<file path="config.mk">
export PLATFORM = sky130hd
export DESIGN_NAME = pfc_ctrl
export DESIGN_NICKNAME = d
export VERILOG_FILES = /design/src/sv/pfc_pkg.sv /design/src/sv/pfc_ctrl.sv
export SDC_FILE = /design/constraint.sdc
export NUM_CORES = 1
export LEC_CHECK = 0
export CORE_AREA = 2 2 39 41
export CTS_CLUSTER_SIZE = 24
export DETAILED_ROUTE_END_ITERATION = 12
export DIE_AREA = 0 0 41 43
export DONT_BUFFER_PORTS = 1
export PLACE_DENSITY = 0.69
export SYNTH_ARGS = -nofsm -noshare
export SYNTH_HDL_FRONTEND = slang
export SYNTH_SLANG_ARGS = --single-unit
</file>
<file path="constraint.sdc">
create_clock -name clk -period 1.63 [get_ports clk]
set_clock_uncertainty 0.05 [all_clocks]
set_input_delay 0.163 -clock clk [delete_from_list [all_inputs] [get_ports clk]]
set_output_delay 0.163 -clock clk [all_outputs]
set_load 0.02 [all_outputs]
</file>
<file path="src/sv/pfc_pkg.sv">
package pfc_pkg;

  // Table geometry
  localparam int unsigned TABLE_SIZE = 65536;
  localparam int unsigned IDX_W      = $clog2(TABLE_SIZE);
  localparam int unsigned FIELD_W    = 16;
  localparam int unsigned WIDE_W     = ((IDX_W > FIELD_W) ? IDX_W : FIELD_W) + 1;
  localparam int unsigned SQ_W       = IDX_W + 1;
  localparam int unsigned CNT_W      = 32;
  localparam int unsigned SUM_W      = 40;

  localparam logic [CNT_W-1:0] COUNT_MAX = {CNT_W{1'b1}};
  localparam logic [SUM_W-1:0] SUM_MAX   = {SUM_W{1'b1}};

  typedef enum logic [1:0] {
    CMD_BUILD = 2'd0,
    CMD_ADD   = 2'd1,
    CMD_QUERY = 2'd2
  } pfc_cmd_t;

  typedef enum logic [3:0] {
    S_CLR,
    S_IDLE,
    S_INIT,
    S_SCHK,
    S_SPRM,
    S_JRD,
    S_JCHK,
    S_ARD,
    S_AFAC,
    S_CRD,
    S_CINC,
    S_DIVS,
    S_DIVW,
    S_QRD,
    S_QACC
  } pfc_state_t;

  // controller -> datapath
  typedef struct packed {
    logic accept;
    logic i_zero;
    logic clr_wr;
    logic init_wr;
    logic i_inc;
    logic sieve_start;
    logic i_next;
    logic ft_rd_i;
    logic ft_rd_j;
    logic ft_rd_x;
    logic j_load;
    logic j_wr;
    logic j_inc;
    logic p_load;
    logic cnt_rd_p;
    logic cnt_inc_wr;
    logic div_start;
    logic x_load;
    logic cnt_rd_i;
    logic q_acc;
    logic set_built;
    logic out_fire;
    logic out_zero;
  } pfc_ctl_t;

  // datapath -> controller
  typedef struct packed {
    logic i_last;
    logic sq_done;
    logic is_prime;
    logic j_done;
    logic p_small;
    logic p_new;
    logic div_done;
    logic x_small;
    logic q_last;
    logic add_ok;
    logic q_empty;
  } pfc_stat_t;

endpackage

</file>
<file path="src/sv/pfc_ctrl.sv">
// Sequencer for clear, build, add and query.
module pfc_ctrl (
  input  logic               clk,
  input  logic               rst_n,
  input  logic               start,
  input  logic [1:0]         in_cmd,
  input  pfc_pkg::pfc_stat_t stat,
  output pfc_pkg::pfc_ctl_t  ctl,
  output logic               busy
);

  pfc_pkg::pfc_state_t state_r;
  pfc_pkg::pfc_state_t state_nxt;

  always_ff @(posedge clk) begin
    if (!rst_n) begin
      state_r <= pfc_pkg::S_CLR;
    end else begin
      state_r <= state_nxt;
    end
  end

  // next state
  always_comb begin
    state_nxt = state_r;
    unique case (state_r)
      pfc_pkg::S_CLR: begin
        if (stat.i_last) state_nxt = pfc_pkg::S_IDLE;
      end
      pfc_pkg::S_IDLE: begin
        if (start) begin
          unique case (in_cmd)
            pfc_pkg::CMD_BUILD: state_nxt = pfc_pkg::S_INIT;
            pfc_pkg::CMD_ADD: begin
              if (stat.add_ok) state_nxt = pfc_pkg::S_ARD;
            end
            pfc_pkg::CMD_QUERY: begin
              if (!stat.q_empty) state_nxt = pfc_pkg::S_QRD;
            end
            default: state_nxt = pfc_pkg::S_IDLE;
          endcase
        end
      end
      pfc_pkg::S_INIT: begin
        if (stat.i_last) state_nxt = pfc_pkg::S_SCHK;
      end
      pfc_pkg::S_SCHK: begin
        state_nxt = stat.sq_done ? pfc_pkg::S_IDLE : pfc_pkg::S_SPRM;
      end
      pfc_pkg::S_SPRM: begin
        state_nxt = stat.is_prime ? pfc_pkg::S_JRD : pfc_pkg::S_SCHK;
      end
      pfc_pkg::S_JRD: begin
        state_nxt = stat.j_done ? pfc_pkg::S_SCHK : pfc_pkg::S_JCHK;
      end
      pfc_pkg::S_JCHK: state_nxt = pfc_pkg::S_JRD;
      pfc_pkg::S_ARD:  state_nxt = pfc_pkg::S_AFAC;
      pfc_pkg::S_AFAC: begin
        if (stat.p_small)    state_nxt = pfc_pkg::S_IDLE;
        else if (stat.p_new) state_nxt = pfc_pkg::S_CRD;
        else                 state_nxt = pfc_pkg::S_DIVS;
      end
      pfc_pkg::S_CRD:  state_nxt = pfc_pkg::S_CINC;
      pfc_pkg::S_CINC: state_nxt = pfc_pkg::S_DIVS;
      pfc_pkg::S_DIVS: state_nxt = pfc_pkg::S_DIVW;
      pfc_pkg::S_DIVW: begin
        if (stat.div_done) begin
          state_nxt = stat.x_small ? pfc_pkg::S_IDLE : pfc_pkg::S_ARD;
        end
      end
      pfc_pkg::S_QRD:  state_nxt = pfc_pkg::S_QACC;
      pfc_pkg::S_QACC: begin
        state_nxt = stat.q_last ? pfc_pkg::S_IDLE : pfc_pkg::S_QRD;
      end
      default: state_nxt = pfc_pkg::S_IDLE;
    endcase
  end

  // outputs
  always_comb begin
    ctl  = '0;
    busy = 1'b1;
    unique case (state_r)
      pfc_pkg::S_CLR: begin
        ctl.clr_wr = 1'b1;
        ctl.i_inc  = 1'b1;
      end
      pfc_pkg::S_IDLE: begin
        busy = 1'b0;
        if (start) begin
          ctl.accept = 1'b1;
          unique case (in_cmd)
            pfc_pkg::CMD_BUILD: ctl.i_zero = 1'b1;
            pfc_pkg::CMD_QUERY: ctl.out_zero = stat.q_empty;
            default: ctl.i_zero = 1'b0;
          endcase
        end
      end
      pfc_pkg::S_INIT: begin
        ctl.init_wr     = 1'b1;
        ctl.i_inc       = !stat.i_last;
        ctl.sieve_start = stat.i_last;
      end
      pfc_pkg::S_SCHK: begin
        ctl.set_built = stat.sq_done;
        ctl.ft_rd_i   = !stat.sq_done;
      end
      pfc_pkg::S_SPRM: begin
        ctl.j_load = stat.is_prime;
        ctl.i_next = !stat.is_prime;
      end
      pfc_pkg::S_JRD: begin
        ctl.i_next  = stat.j_done;
        ctl.ft_rd_j = !stat.j_done;
      end
      pfc_pkg::S_JCHK: begin
        ctl.j_wr  = 1'b1;
        ctl.j_inc = 1'b1;
      end
      pfc_pkg::S_ARD:  ctl.ft_rd_x = 1'b1;
      pfc_pkg::S_AFAC: ctl.p_load = !stat.p_small;
      pfc_pkg::S_CRD:  ctl.cnt_rd_p = 1'b1;
      pfc_pkg::S_CINC: ctl.cnt_inc_wr = 1'b1;
      pfc_pkg::S_DIVS: ctl.div_start = 1'b1;
      pfc_pkg::S_DIVW: ctl.x_load = stat.div_done;
      pfc_pkg::S_QRD:  ctl.cnt_rd_i = 1'b1;
      pfc_pkg::S_QACC: begin
        ctl.q_acc    = 1'b1;
        ctl.out_fire = stat.q_last;
        ctl.i_inc    = !stat.q_last;
      end
      default: busy = 1'b1;
    endcase
  end

endmodule

</file>
==> summary.md, run 1 <==
| Metric | Value |
|---|---|
| First-pass GRT wire length | `3310 um` |
| Avg Cell Area, Syn | `6.85 sq um` |
| CP endpoint kind | `output port` |
| RSZ-0062 raised after global routing | `true` |
| DIE WIDTH | `41 um` |
| Drt first-iter violations | `37` |
| Worst-path clk slew | `0.04 ns` |
| Post-Synth Simple-Gate Area | `41.7%` |
| DRT Wirelength | `2300 um` |
| Via density | `6.24` |
| Status | `complete, but fails checks` |
| Hold Vio Cnt, Final | `0` |
| Comb pwr share | `43.9%` |
| Failing checks | `setup timing` |
| Worst Tran Pin Value | `0.333 ns` |
| Most frequent cells in the layout | `buf_4, nor2_1, inv_1` |
| Post-synthesis sequential area ratio | `11.1%` |
| Gpl congestion | `0.963` |
| Library cells used by synthesis | `41` |
| Fraction of layout cells with a size suffix above 1 | `46.3%` |
| CTS hold repair buffers | `0` |
| Max FFs per register | `4` |
| Net Sw Frac | `between 30% and 40%` |
| Starting Density | `a little over 50%` |
| Fin area | `0.00107 sq mm` |
| Boundary Pins | `40` |
| Clk pwr share | `29.7%` |
| Via count | `936` |
| Adder-Cell Fraction of Synth Area | `6.96%` |
| Largest net degree at the start of global routing | `14` |
| Post-Synth XOR/XNOR Area | `0%` |
| Area growth syn-to-layout | `48.3%` |
| Pwr dens | `391 mW/mm^2` |
| Overall power | `between 0.4 and 0.5 mW` |
| Post-DP HPWL | `around 1800 um` |
| Highest Clock Rate | `between 0.5 and 0.6 GHz` |
| CORE AREA | `0.00138 sq mm` |
| H-tree depth | `1` |
| Data required time at the worst endpoint | `~1.4 ns` |
| P_leak | `0.463 nW` |
| # DRC | `0` |
| Post-route ant nets | `0` |
| Kind of start point of the critical path | `flop` |
| Area post-placement | `961 sq um` |
| Largest family of logic cells by synthesized area | `simple AND/OR/NAND/NOR gates` |
| Reg2reg setup slack | `0.07 ns` |
| Most common cell after layout, fill and taps aside | `buf_4` |
| Biggest regs | `state_r: 4 flops` |
| Overall Global Routing Usage | `27.3%` |
| CP Data Arrival Time | `1.47 ns` |
| Crit Path Max Fanout | `12` |
| Top reg by flops | `state_r` |
| TritonCTS clock tree | `built` |
| Mapped Cells | `105` |
| CTS root buf | `clkbuf_4` |
| Main synth FF type | `dfxtp_1` |
| Final min period | `1.68 ns` |
| N_diodes | `0` |
| Period Utilization, post-route | `103%` |
| Fin nets | `156` |
| Max-cap violations | `0` |
| Clk sinks | `4` |
| Net Sw Power | `0.146 mW` |
| Clk Latency, worst-skew pair | `roughly 0.24 ns` |
| CTS buffer count | `3` |
| Hold WC Path Type | `input pin to flop` |
| Critical path class | `flop to output port` |
| Compound-Gate Fraction of Synth Area | `25.2%` |
| Core Rows | `14` |
| Register bit total from synthesis | `4` |
| Final setup violation count | `1` |
| Slew headroom | `77.6%` |
| Post-synth EDFFs | `0` |
| Post-Syn Area | `~720 sq um` |
| Yosys warning count | `0` |
| Post-layout util | `about 77%` |
| Syn nets | `125` |
| Power Internal | `about 0.27 mW` |
| Wire length per cell | `15.3 um` |
| Port buffer count | `0` |
| Initial antenna violation count | `0` |
| Fin. max-slew vios | `0` |
| Mux cell area share after synthesis | `1.57%` |
| Worst VDD drop | `around 0.25 mV` |
| Post-route setup slack | `-0.0508 ns` |
| Ys async rst share | `0%` |
| Seq pwr share | `26.5%` |
| Die area | `between 0.0015 and 0.002 sq mm` |
| Router iterations before antenna repair | `4` |
| Overflow after GRT | `0` |
| # fillers | `111` |
| Vias in the first global route | `~760` |
| CTS Buffer Depth | `2` |
| Die Y | `43 um` |
-- routing by layer --
layer / part of all wire, % / up-vias / track usage [%] / wire [um]
met3: 7.6 / 5 / 5.24 / 174
met5: 0 / - / 0 / 0
met1: 40 / 438 / 34.7 / 917
met4: 1.7 / 0 / 10.0 / 38
met2: 51 / 54 / 43.4 / 1170
li1: - / 439 / - / -
-- synth_stat cells, types with 2 or more instances --
library cell	instances	area [sq um]
ha_1	4	50.1
o21ai_0	5	25.0
nor3_1	9	45.0
a22oi_1	2	15.0
nand2_1	8	30.0
a31oi_1	2	12.5
or4bb_1	2	22.5
buf_4	2	15.0
a32o_1	3	30.0
nand3b_1	2	15.0
buf_2	5	25.0
and3_1	2	12.5
nor4_1	3	18.8
nand2b_1	4	25.0
inv_1	9	33.8
nor2_1	10	37.5
dfxtp_1	4	80.1
and2_1	2	12.5
a21oi_1	5	25.0
-- cell families after synthesis --
group	after synthesis
AO/OA/AOI/OAI	25
adder cells (fa/ha/maj)	4
buffers and inverters	20
flip-flops	4
multiplexers	1
AND/OR/NAND/NOR	51
-- final cells by class --
cell class	count	area [sq um]	share of cell area (%)
clock buffers	3	22.5	2.11
inverters	10	37.5	3.52
multi-input cells	81	617	57.8
flip-flops and latches	4	92.6	8.68
well taps	16	20.0	1.88
repair buffers	36	278	26.0
-- final timing paths --
path	start	end	cells after the start
worst min register to register	state_r[0]	state_r[0]	2
worst max-delay path	state_r[2]	ctl[18]	4
worst max register to register	state_r[2]	state_r[2]	5
worst min-delay path	rst_n	state_r[3]	1
-- timing repair --
action / CTS / global route
resized for setup: 11 / 11
gates cloned: 0 / 0
setup endpoints to repair: 15 / 13
pin swaps: 0 / 1
buffers inserted: 0 / 1
-- stage by stage --
stage                     hold slack (ns)  instances  setup slack (ns)  TNS [ns]
after floorplan                     0.239        105          -0.00339  -0.00339
after global placement              0.243        146            0.0295         0
after detailed placement            0.247        146           -0.0419    -0.113
after CTS                         0.00596        149           -0.0227   -0.0292
after global routing               0.0169        150            -0.102    -0.118
final                             0.00310        150           -0.0508   -0.0508
-- critical path, cell delays in order (launching register included) --
cell and delay, ns:
dfxtp_4 0.38, or2_2 0.35, a21o_1 0.17, a21oi_1 0.16
buf_4 0.16
-- power groups by stage --
stage / clock network, mW / registers (mW) / logic, mW
after CTS: 0.123 / 0.112 / 0.170
after detailed placement: 0 / 0.113 / 0.165
after global routing: 0.127 / 0.111 / 0.199
after global placement: 0 / 0.112 / 0.163
final: 0.124 / 0.110 / 0.183
after floorplan: 0 / 0.108 / 0.113
Note: power is estimated with default switching activity, not from simulation.
==> run 2: changes to the inputs <==
- clock period: 1.63 -> 1.95 ns (I/O delays scaled with it)
==> summary.md, run 2 (synthesis results as in run 1) <==
| Metric | Value |
|---|---|
| Worst r2r src | `state_r[0]` |
| Max-cap violations | `0` |
| Area growth syn-to-layout | `19.5%` |
| Wire length per cell | `about 14 um` |
| Slew headroom | `70.3%` |
| Fin nets | `approximately 140` |
| Post-CTS Setup Repair Bufs | `0` |
| Core Rows | `14` |
| DIE WIDTH | `41 um` |
| N_diodes | `0` |
| CP endpoint kind | `output port` |
| Fraction of layout cells with a size suffix above 1 | `26.5%` |
| CORE AREA | `0.00138 sq mm` |
| Kind of start point of the critical path | `flop` |
| Final min period | `about 1.8 ns` |
| Most common cell after layout, fill and taps aside | `buf_4` |
| Top reg by flops | `state_r` |
| Fin. max-slew vios | `0` |
| Drt first-iter violations | `29` |
| CTS buffer count | `3` |
| Worst-path clk slew | `0.04 ns` |
| Gpl congestion | `0.869` |
| Clk sinks | `4` |
| Port buffer count | `0` |
| CP Data Arrival Time | `1.59 ns` |
| Status | `finished clean` |
| Hold Startpoint | `rst_n` |
| Overall Global Routing Usage | `between 20% and 30%` |
| DRT Wirelength | `1820 um` |
| Pwr dens | `365 mW/mm^2` |
| H-tree depth | `1` |
| Crit Path Max Fanout | `14` |
| Non-filler instance count after layout | `133` |
| Overflow after GRT | `0` |
| Highest Clock Rate | `0.545 GHz` |
| Cells on worst reg2reg path | `5` |
| Hold WS | `0.0557 ns` |
| Via density | `6.08` |
| Period Utilization, post-route | `94.2%` |
| Largest net degree at the start of global routing | `19` |
| First-pass GRT wire length | `around 2800 um` |
| Clk Latency, worst-skew pair | `approximately 0.23 ns` |
| Post-route ant nets | `0` |
| Reg2reg setup slack | `0.20 ns` |
| P_leak | `0.356 nW` |
| Boundary Pins | `40` |
| Critical path class | `flop to output port` |
| Via count | `808` |
| Hold WC Path Type | `input pin to flop` |
| CTS root buf | `clkbuf_4` |
| CTS Buffer Depth | `2` |
| Area post-placement | `836 sq um` |
| Post-layout util | `between 60% and 70%` |
| Final setup violation count | `0` |
| Worst Tran Pin Value | `0.441 ns` |
| Fin area | `860 sq um` |
| TritonCTS clock tree | `built` |
| Post-route setup slack | `roughly 0.11 ns` |
| Initial antenna violation count | `0` |
| Hold path endpoint | `state_r[2]` |
| Most frequent cells in the layout | `buf_4, nor2_1, inv_1, nor3_1, nand2_1` |
| RSZ-0062 raised after global routing | `false` |
| Die area | `0.00176 sq mm` |
| # fillers | `131` |
| # DRC | `0` |
| Setup TNS | `0 ns` |
| Vias in the first global route | `a little under 700` |
| Reg2reg end | `state_r[2]` |
| Die Y | `43 um` |
| Worst VDD drop | `between 0.2 and 0.25 mV` |
| Hold Vio Cnt, Final | `0` |
| Data required time at the worst endpoint | `1.70 ns` |
| Place WS | `0.184 ns` |
| DP Cell Count | `130` |
| Router iterations before antenna repair | `4` |
| Biggest regs | `state_r: 4 flops` |
| Post-DP HPWL | `1450 um` |
| Max FFs per register | `4` |
| Hold path depth | `1` |
| Overall power | `0.314 mW` |
| Starting Density | `slightly above 50%` |
[run 2: final cells by class]
class                   instances  area [sq um]  share of cell area [%]
clock buffers                   3          22.5                    2.62
inverters                      10          37.5                    4.37
multi-input cells              81           543                    63.2
flip-flops and latches          4          81.3                    9.46
well taps                      16          20.0                    2.33
repair buffers                 19           155                    18.0
[run 2: report_power, final]
part	internal, mW	switching [mW]	leakage [nW]	total (mW)
clock network	0.0688	0.0323	0.0138	0.101
logic	0.0517	0.0655	0.309	0.117
registers	0.0857	0.00969	0.0331	0.0954
total	0.206	0.107	0.356	0.314
[run 2: worst max path at each step]
stage | from | endpoint | slack, ns | depth (start not counted)
after detailed placement | state_r[1] | state_r[3] | 0.18 | 4
after global placement | state_r[0] | state_r[2] | 0.23 | 5
after floorplan | state_r[1] | state_r[3] | 0.1 | 4
after CTS | state_r[1] | ctl[19] | 0.03 | 3
after global routing | state_r[2] | ctl[12] | 0.02 | 3
final | state_r[3] | ctl[18] | 0.11 | 5
[run 2: routing by layer]
layer	wire [um]	share of wire, %	GRT usage, %
met5	0	0	0
met4	0	0	2.00
met3	147	8.1	4.19
met2	852	47	33.1
met1	821	45	32.2
[run 2: what timing repair did]
action,4_1_cts,5_1_grt
setup endpoints to repair,0,8
gates resized for setup,0,1
hold buffers,0,0
[run 2: critical path, cell delays in order (launching register included)]
cell,delay [ns]
dfxtp_1,0.40
buf_12,0.20
or2_2,0.31
a21o_1,0.16
a21oi_1,0.13
buf_4,0.16
==> run 3: changes to the inputs <==
- RECOVER_POWER: default -> 50
==> summary.md, run 3 (synthesis results as in run 1) <==
| Metric | Value |
|---|---|
| Worst-path clk slew | `0.04 ns` |
| Most frequent cells in the layout | `buf_4, nor2_1, inv_1, nor3_1, nand2_1` |
| First-pass GRT wire length | `2810 um` |
| Hold WC Path Type | `input pin to flop` |
| Worst-path cell chain | `nand2b_2, nor3_2, and2_1, and3_1` |
| Final setup violation count | `0` |
| Crit path from | `state_r[3]` |
| Crit Path Max Fanout | `9` |
| Post-layout util | `between 60% and 70%` |
| Post-CTS Resized | `0` |
| Most common cell after layout, fill and taps aside | `buf_4` |
| Slew headroom | `68.5%` |
| Initial antenna violation count | `0` |
| Overflow after GRT | `0` |
| Pwr dens | `roughly 370 mW/mm^2` |
| Delay of the slowest critical-path stage | `around 0.4 ns` |
| Setup TNS | `0 ns` |
| Max-cap violations | `0` |
| Data required time at the worst endpoint | `about 1.7 ns` |
| Via count | `812` |
| CP Data Arrival Time | `1.59 ns` |
| CTS hold repair buffers | `0` |
| CP endpoint kind | `output port` |
| CTS Buffer Depth | `2` |
| Fin. max-slew vios | `0` |
| Max FFs per register | `4` |
| Area growth syn-to-layout | `16.9%` |
| Worst path slowest cell | `dfxtp_1` |
| Worst Tran Pin Value | `0.474 ns` |
| CORE AREA | `0.00138 sq mm` |
| Reg2reg setup slack | `roughly 0.20 ns` |
| Post-route setup slack | `0.114 ns` |
| # DRC | `0` |
| Area post-placement | `between 800 and 900 sq um` |
| Drt first-iter violations | `28` |
| WP buf/inv | `0` |
| Worst path depth | `4` |
| DIE WIDTH | `just over 40 um` |
| DRT Wirelength | `between 1500 and 2000 um` |
| Top delay family on crit path | `simple AND/OR/NAND/NOR gates` |
| Gpl congestion | `0.869` |
| Clk Latency, worst-skew pair | `about 0.23 ns` |
| Vias in the first global route | `679` |
| Starting Density | `52.0%` |
| Top reg by flops | `state_r` |
| Overall Global Routing Usage | `21.8%` |
| Fin nets | `139` |
| Die area | `0.00176 sq mm` |
| Place WS | `0.184 ns` |
| Boundary Pins | `40` |
| RSZ-0062 raised after global routing | `false` |
| Die Y | `43 um` |
| Via density | `6.11` |
| Worst VDD drop | `0.210 mV` |
| Core Rows | `14` |
| Final min period | `1.84 ns` |
| Clk sinks | `4` |
| Largest net degree at the start of global routing | `19` |
| Post-DP HPWL | `1450 um` |
| Reg2reg end | `state_r[2]` |
| N_diodes | `0` |
| P_leak | `0.334 nW` |
| Router iterations before antenna repair | `4` |
| Hold Vio Cnt, Final | `0` |
| Fraction of layout cells with a size suffix above 1 | `22.2%` |
| TritonCTS clock tree | `built` |
| Post-route ant nets | `0` |
| Kind of start point of the critical path | `flop` |
| Biggest regs | `state_r: 4 flops` |
| Highest Clock Rate | `0.545 GHz` |
| Port buffer count | `0` |
| CTS root buf | `clkbuf_4` |
| H-tree depth | `1` |
| End of the critical path | `ctl[0]` |
| Status | `finished clean` |
| Fin area | `841 sq um` |
| Cells on worst reg2reg path | `5` |
| Wire length per cell | `around 14 um` |
| Critical path class | `flop to output port` |
| Post-CTS Setup Repair Bufs | `0` |
| Period Utilization, post-route | `94.1%` |
| CTS buffer count | `3` |
| Worst r2r src | `state_r[0]` |
[run 3: where the power goes]
| group | internal (mW) | switching [mW] | leakage, nW | total (mW) |
|---|---|---|---|---|
| registers | 0.0857 | 0.00982 | 0.0331 | 0.0955 |
| clock network | 0.0688 | 0.0323 | 0.0138 | 0.101 |
| logic | 0.0515 | 0.0656 | 0.287 | 0.117 |
[run 3: area by class of cell]
class | count | area, sq um
inverter | 10 | 37.5
fill | 139 | 543
sequential | 4 | 81.3
tap | 16 | 20.0
multi-input combinational | 81 | 543
clock buffer | 3 | 22.5
timing repair buffer | 19 | 136
[run 3: worst reg2reg max path, cell delays in order, from the launching register on]
cell and delay, ns:
dfxtp_1 0.50, buf_4 0.27, or4bb_1 0.43, o22a_1 0.19, o311ai_1 0.09, a22o_1 0.17
[run 3: layer usage]
| layer | track usage, % | part of all wire, % | vias up |
|---|---|---|---|
| met1 | 32.2 | 45 | 373 |
| met4 | 2.00 | 0 | 0 |
| met2 | 33.1 | 46 | 32 |
| met3 | 4.19 | 8.7 | 0 |
| li1 | - | - | 407 |
| met5 | 0 | 0 | - |
[run 3: worst min-delay path by stage]
stage	from	to	slack, ns	depth (start not counted)
after detailed placement	rst_n	state_r[3]	0.29	1
after global placement	rst_n	state_r[3]	0.28	1
after global routing	rst_n	state_r[2]	0.05	1
after CTS	rst_n	state_r[2]	0.05	1
after floorplan	rst_n	state_r[3]	0.27	1
final	rst_n	state_r[2]	0.06	1
[run 3: through the flow]
stage / std cells / hold WS, ns / power (mW)
floorplan: 105 / 0.271 / 0.182
global placement: 130 / 0.277 / 0.212
detailed placement: 130 / 0.292 / 0.212
CTS: 133 / 0.0536 / 0.316
global route: 133 / 0.0511 / 0.335
finish: 133 / 0.0556 / 0.314
